[src/hw/rtl/ftiu_pkg.sv]
// ftiu_pkg: shared types, codes and constants of the frame time integrator
// used by the top level, the divider and the bench; no dependencies

package ftiu_pkg;

  // default store depth, one entry per pixel
  localparam int NUM_PIXELS_DEFAULT = 16384;

  // width of the signed ratio numerator and denominator
  localparam int NUM_W   = 35;
  // width of the signed Q.24 gap ratio
  localparam int RATIO_W = 32;
  // divider pipeline depth, from divider input to registered ratio
  localparam int DIV_LAT = 33;

  // result status codes
  localparam logic [1:0] STATUS_OK      = 2'd0;
  localparam logic [1:0] STATUS_NEG_DUR = 2'd1;
  localparam logic [1:0] STATUS_EQ_MID  = 2'd2;

  // configuration register indexes
  localparam logic CFG_TIMES_PRESENT = 1'b0;
  localparam logic CFG_PIXEL_COUNT   = 1'b1;

  // register reset values
  localparam logic [14:0] PIXEL_COUNT_RESET = 15'd16384;

  typedef struct packed {
    logic [13:0]        pixel_index;
    logic signed [31:0] sample_value;
    logic [31:0]        frame_start;
    logic [31:0]        frame_stop;
    logic [31:0]        frame_middle;
    logic               first_frame;
    logic               final_frame;
  } in_item_t;

  typedef struct packed {
    logic [13:0]        pixel_index_out;
    logic signed [63:0] integral_value;
    logic [1:0]         status;
    logic               integral_final;
  } out_item_t;

endpackage

[src/hw/rtl/ftiu_div.sv]
// ftiu_div: pipelined signed divider for the gap ratio, one quotient bit a stage
// result clamped to +-2^30; depends on ftiu_pkg

module ftiu_div
  import ftiu_pkg::*;
(
  input  logic                      clk,
  input  logic                      en,
  input  logic signed [NUM_W-1:0]   num,
  input  logic signed [NUM_W-1:0]   den,
  output logic signed [RATIO_W-1:0] ratio
);

  localparam int QW = 31;  // quotient bits
  localparam int MW = 34;  // magnitude width of operands and remainder
  localparam int LW = 7;   // numerator bits shifted in below the initial remainder
  localparam int SH = 24;  // numerator scale
  localparam logic [QW-1:0] QLIM = QW'(32'h4000_0000);

  logic [NUM_W-1:0] num_neg, den_neg;
  logic [MW-1:0]    num_mag, den_mag;
  logic [MW-1:0]    num_top;

  logic [MW-1:0] rem  [0:QW];
  logic [MW-1:0] dm   [0:QW];
  logic [LW-1:0] nlo  [0:QW];
  logic [QW-1:0] quo  [0:QW];
  logic          sgn  [0:QW];
  logic          ovf  [0:QW];

  logic [QW-1:0] q_mag, q_clamp;

  // operand magnitudes
  assign num_neg = -num;
  assign den_neg = -den;
  assign num_mag = num[NUM_W-1] ? num_neg[MW-1:0] : num[MW-1:0];
  assign den_mag = den[NUM_W-1] ? den_neg[MW-1:0] : den[MW-1:0];
  assign num_top = {{LW{1'b0}}, num_mag[MW-1:LW]};

  // set-up stage: overflow check and initial remainder
  always_ff @(posedge clk) begin
    if (en) begin
      ovf[0]  <= (num_top >= den_mag);
      rem[0]  <= (num_top >= den_mag) ? '0 : num_top;
      dm[0]   <= den_mag;
      nlo[0]  <= num_mag[LW-1:0];
      quo[0]  <= '0;
      sgn[0]  <= num[NUM_W-1] ^ den[NUM_W-1];
    end
  end

  // one quotient bit per stage, msb first
  for (genvar k = 1; k <= QW; k++) begin : g_bit
    localparam int B = QW - k;
    logic          bit_in;
    logic [MW:0]   shifted;
    logic          take;
    logic [QW-1:0] q_next;

    if (B >= SH) begin : g_num
      assign bit_in = nlo[k-1][B-SH];
    end else begin : g_zero
      assign bit_in = 1'b0;
    end

    assign shifted = {rem[k-1], bit_in};
    assign take    = (shifted >= {1'b0, dm[k-1]});
    assign q_next  = quo[k-1] | (QW'(take) << B);

    always_ff @(posedge clk) begin
      if (en) begin
        rem[k]    <= take ? MW'(shifted - {1'b0, dm[k-1]}) : shifted[MW-1:0];
        quo[k]    <= q_next;
        dm[k]     <= dm[k-1];
        nlo[k]    <= nlo[k-1];
        sgn[k]    <= sgn[k-1];
        ovf[k]    <= ovf[k-1];
      end
    end
  end

  // clamp and sign
  assign q_mag   = ovf[QW] ? '1 : quo[QW];
  assign q_clamp = (q_mag > QLIM) ? QLIM : q_mag;

  always_ff @(posedge clk) begin
    if (en) begin
      ratio <= sgn[QW] ? -$signed({1'b0, q_clamp}) : $signed({1'b0, q_clamp});
    end
  end

endmodule

[config.mk]
export PLATFORM = sky130hd
export DESIGN_NAME = ftiu_div
export DESIGN_NICKNAME = d
export VERILOG_FILES = /design/src/hw/rtl/ftiu_pkg.sv /design/src/hw/rtl/ftiu_div.sv
export SDC_FILE = /design/constraint.sdc
export NUM_CORES = 2
export LEC_CHECK = 0
export BUFFER_PORTS_ARGS = -buffer_cell sky130_fd_sc_hd__buf_2
export CORE_UTILIZATION = 35
export CTS_CLUSTER_DIAMETER = 120
export CTS_CLUSTER_SIZE = 40
export DETAILED_ROUTE_END_ITERATION = 7
export PLACE_DENSITY = 0.54
export SLEW_MARGIN = 30
export SYNTH_ARGS = -nofsm -noshare
export SYNTH_HDL_FRONTEND = slang
export SYNTH_SLANG_ARGS = --single-unit
[constraint.sdc]
create_clock -name clk -period 5.25 [get_ports clk]
set_input_delay 0.525 -clock clk [delete_from_list [all_inputs] [get_ports clk]]
set_output_delay 0.525 -clock clk [all_outputs]
set_load 0.02 [all_outputs]
==> run_results.csv <==
group,metric,value,unit
outcome,status,"finished, final reports clean",
placed_design,dp_cells,19060,
timing,worst_pin_slew,1.004,ns
timing,rsz0062_at_grt,"no",
clock_tree,cts_tree,"yes",
floorplanning,io_pins,104,
floorplanning,dieArea,436000,sq um
routing,antenna_left,0,
routing,drt_first_pass_iters,6,
timing,finalSetupTns,0,ns
synthesis,synth.mux.area_fraction,3.440,%
power_and_ir_drop,swShare,38.70,%
timing,hold_viol,0,
setup_path,crit_fanout,7,
global_routing,gr-total-overflow,0,
floorplanning,die_y,660.3,um
layout,area_growth,8.204,%
layout,n_fill_cell,41980,
setup_path,arrival,5.72,ns
synthesis,yosysWarnings,0,
placed_design,hpwl,266.9,mm
layout,final_layout_size_suffix_gt1_share,7.534,%
setup_path,cp.required,6.02,ns
timing,fin_crit,4.948,ns
timing,whs,0.07358,ns
setup_path,worstSetupPathType,"primary input to flip-flop",
power_and_ir_drop,p_total,91.62,mW
clock_tree,root_buffer,"clkbuf_16",
routing,drc,0,
clock_tree,clockBufferDepth,4,
routing,viasPerCell,5.039,
power_and_ir_drop,p_seq_share,37.9,%
synthesis,synth.avg_cell_area,11.34,sq um
synthesis,synth_xor_xnor_area_share,5.393,%
routing,num_vias,97110,
floorplanning,start_util,35.18,%
synthesis,synthArstFlopShare,0,%
clock_tree,numCtsBuffers,102,
routing,wl_per_cell,17.71,um
power_and_ir_drop,intPower,56.16,mW
synthesis,synth_nets,14550,
global_routing,grt_max_degree,173,
synthesis,synth_cells,13370,
layout,final_nets,14670,
layout,seq_area,81710,sq um
synthesis,synth_top_family_by_area,"compound AO/OA/AOI/OAI gates",
worst_hold_path,hp-class,"primary input to flip-flop",
timing,skew,0.06927,ns
layout,fin_cells,19270,
power_and_ir_drop,cellLeakagePower,65.78,nW
global_routing,grt_pass1_vias,96250,
global_routing,grt_pass1_wl,530.7,mm
synthesis,synth_edf_count,2721,
synthesis,yosys_register_bits,2721,
placed_design,port_buffers,103,
timing,fin_ws,0.3016,ns
power_and_ir_drop,clockPowerShare,12.4,%
power_and_ir_drop,powerDensity,558.2,nW/um^2
placed_design,detailedPlace.worstSlack,-0.3050,ns
floorplanning,chipWidth,660.3,um
timing,slew_violations,0,
setup_path,cp-start-kind,"primary input",
timing,max_freq,202.1,MHz
synthesis,synth_fa_ha_area_share,9.280,%
synthesis,synth.yosys.seq_area_share,53.87,%
power_and_ir_drop,power_switching,35.46,mW
global_routing,antenna_found_initial,10,
setup_path,crit_path_end_kind,"flip-flop",
power_and_ir_drop,combPwrFrac,49.8,%
synthesis,synth-compound-area-share,14.59,%
placed_design,place.gp.congestion,0.8920,
floorplanning,core-area,431200,sq um
clock_tree,cts-htree-levels,3,
synthesis,synthSimpleGateAreaFrac,9.168,%
floorplanning,row_count,241,
clock_tree,cts_sinks,2721,
job,drv_cap,0,
timing,slew_headroom,33.04,%
routing,drt_iter0_drc,5463,
clock_tree,clock_latency,0.94,ns
routing,wl,341.3,mm
synthesis,synth-main-ff-cell,"edfxtp_1",
clock_tree,cts.clk_slew.worst_paths,0.12,ns
synthesis,synth.cell_area,151700,sq um
timing,finalCritPeriodShare,94.25,%
synthesis,synth_cell_types,97,
clock_tree,cts_setup_buffers,0,
timing,setup_viol,0,
layout,multi_input_area,63800,sq um
power_and_ir_drop,peakVddDrop,0.3248,mV
global_routing,grt_usage,15.23,%
-- through the flow --
| stage | area [sq um] | util [%] |
|---|---|---|
| 2_1_floorplan | 151700 | - |
| 3_3_place_gp | 160100 | 37.13 |
| 3_5_place_dp | 160100 | 37.13 |
| 4_1_cts | 164000 | 38.04 |
| 5_1_grt | 164100 | 38.06 |
| 6_report | 164100 | 38.06 |
-- synth_stat cells, types with 41 or more instances --
| cell type | count | share of area [%] |
|---|---|---|
| edfxtp_1 | 2721 | 54 |
| clkbuf_1 | 263 | 0.65 |
| nor2_1 | 842 | 2.1 |
| and2_1 | 63 | 0.26 |
| o21ai_0 | 825 | 2.7 |
| nand3_1 | 197 | 0.65 |
| o31ai_1 | 89 | 0.44 |
| a21oi_1 | 1110 | 3.7 |
| o21a_1 | 171 | 0.85 |
| inv_1 | 1348 | 3.3 |
| nand2_1 | 884 | 2.2 |
| o21bai_1 | 132 | 0.65 |
| or3_1 | 59 | 0.24 |
| o211ai_1 | 41 | 0.20 |
| a31oi_1 | 106 | 0.44 |
| mux2_4 | 79 | 0.78 |
| nor2b_1 | 169 | 0.70 |
| a211oi_1 | 93 | 0.46 |
| mux2_2 | 330 | 2.4 |
| or2_2 | 47 | 0.19 |
| nor4_1 | 51 | 0.21 |
| and3_1 | 76 | 0.31 |
| ha_1 | 1077 | 8.9 |
| nor3_1 | 168 | 0.55 |
| nand2b_1 | 146 | 0.60 |
| nand4_1 | 158 | 0.65 |
| xor2_1 | 374 | 2.2 |
| xnor2_1 | 560 | 3.2 |
| a21o_1 | 562 | 2.8 |
-- cell families (layout without fill, tap and decap cells) --
kind of cell / count (synthesis) / after routing
compound gates: 3534 / 3534
xor+xnor: 934 / 934
fa+ha+maj: 1107 / 1107
buf+inv: 1678 / 1858
flops: 2721 / 2721
mux: 440 / 440
other cells: 0 / 9
simple gates: 2957 / 2957
-- layer usage --
metal | global-route usage (%) | share of wire [%] | wire, um | vias up
met5 | 0 | 0 | 0 | -
met4 | 6.403 | 4.6 | 15560 | 0
met3 | 1.110 | 2.4 | 8134 | 488
met2 | 29.65 | 53 | 180200 | 1340
met1 | 16.87 | 40 | 137400 | 46340
li1 | - | - | - | 48940
-- flip-flops by register name, indices dropped and copies added, names as in the netlist --
name / cells
dm: 1054
nlo: 28
ovf: 32
quo: 496
ratio: 32
rem: 1047
sgn: 32
-- critical path, stage by stage --
cell and delay [ns]:
dlygate4sd3_1 0.54, buf_2 0.13, or3_1 0.38, or3_4 0.36
nor2_4 0.10, nand3_2 0.12, or3_4 0.37, or4_1 0.44
or4_1 0.48, o21ai_2 0.16, xnor2_1 0.17, ha_1 0.29
buf_4 0.14, a21oi_1 0.13, nor2b_1 0.06, o21ai_1 0.15
nand2_1 0.09, a21oi_1 0.14, nor2b_1 0.06, o21a_1 0.16
o21ai_1 0.15, o311a_4 0.28, buf_6 0.16, o21a_1 0.14
-- path summary, 6_finish.rpt --
path,from,to,slack (ns),cells after the start
setup / recovery,num[3],rem[0][4],0.30,24
hold / removal,den[14],dm[0][14],0.07,3
setup reg to reg,rem[6][75],rem[6][112],0.57,12
hold reg to reg,quo[22][25],quo[23][25],0.38,0
-- cell usage in the layout, fill, tap and decap left out, drive strengths merged, types with 24 or more instances in the layout --
cell	synthesis	routed
or3	60	60
or4	26	26
a21o	562	562
ha	1077	1077
a211oi	98	98
and2	64	64
nand3	197	197
mux2i	27	27
nor3	168	168
a211o	39	39
a21oi	1111	1111
inv	1349	1383
mux2	413	413
a21boi	44	44
nand4	158	158
xor2	374	374
nand2	884	884
edfxtp	2721	2721
o21ai	836	836
xnor2	560	560
fa	30	30
nor2b	169	169
and3	76	76
nand2b	146	146
o31ai	90	90
o21a	171	171
or2	47	47
o21bai	132	132
nor4	52	52
a31oi	108	108
o31a	26	26
and4	26	26
a31o	27	27
dlygate4sd3	0	34
o211ai	41	41
a221oi	36	36
a41oi	24	24
nor2	844	844
buf	66	309
clkbuf	263	104
-- timing repair --
| action | 4_1_cts | 5_1_grt |
|---|---|---|
| endpoints found under the setup margin | 0 | 28 |
| resized for setup | 0 | 16 |
| hold buffers | 34 | 0 |
| endpoints found under the hold margin | 44 | 0 |
-- cell type report --
class                   count  share of cell area, %
flip-flops and latches   2721                  49.78
clock buffers             104                  1.573
repair buffers            343                  1.713
clock inverters            62                 0.6053
multi-input cells        8972                  38.87
well taps                5710                  4.353
diodes                      9                0.01372
inverters                1349                  3.085
-- power by group through the flow --
| stage | combinational, mW | sequential, mW | clock (mW) |
|---|---|---|---|
| detailed placement | 45.4 | 35.2 | 0 |
| floorplan | 35.1 | 33.8 | 0 |
| global route | 50.8 | 35.3 | 12.4 |
| CTS | 45.8 | 34.8 | 11.8 |
| finish | 45.6 | 34.7 | 11.3 |
| global placement | 45.2 | 35.3 | 0 |
Power figures use the tool's default switching activity.
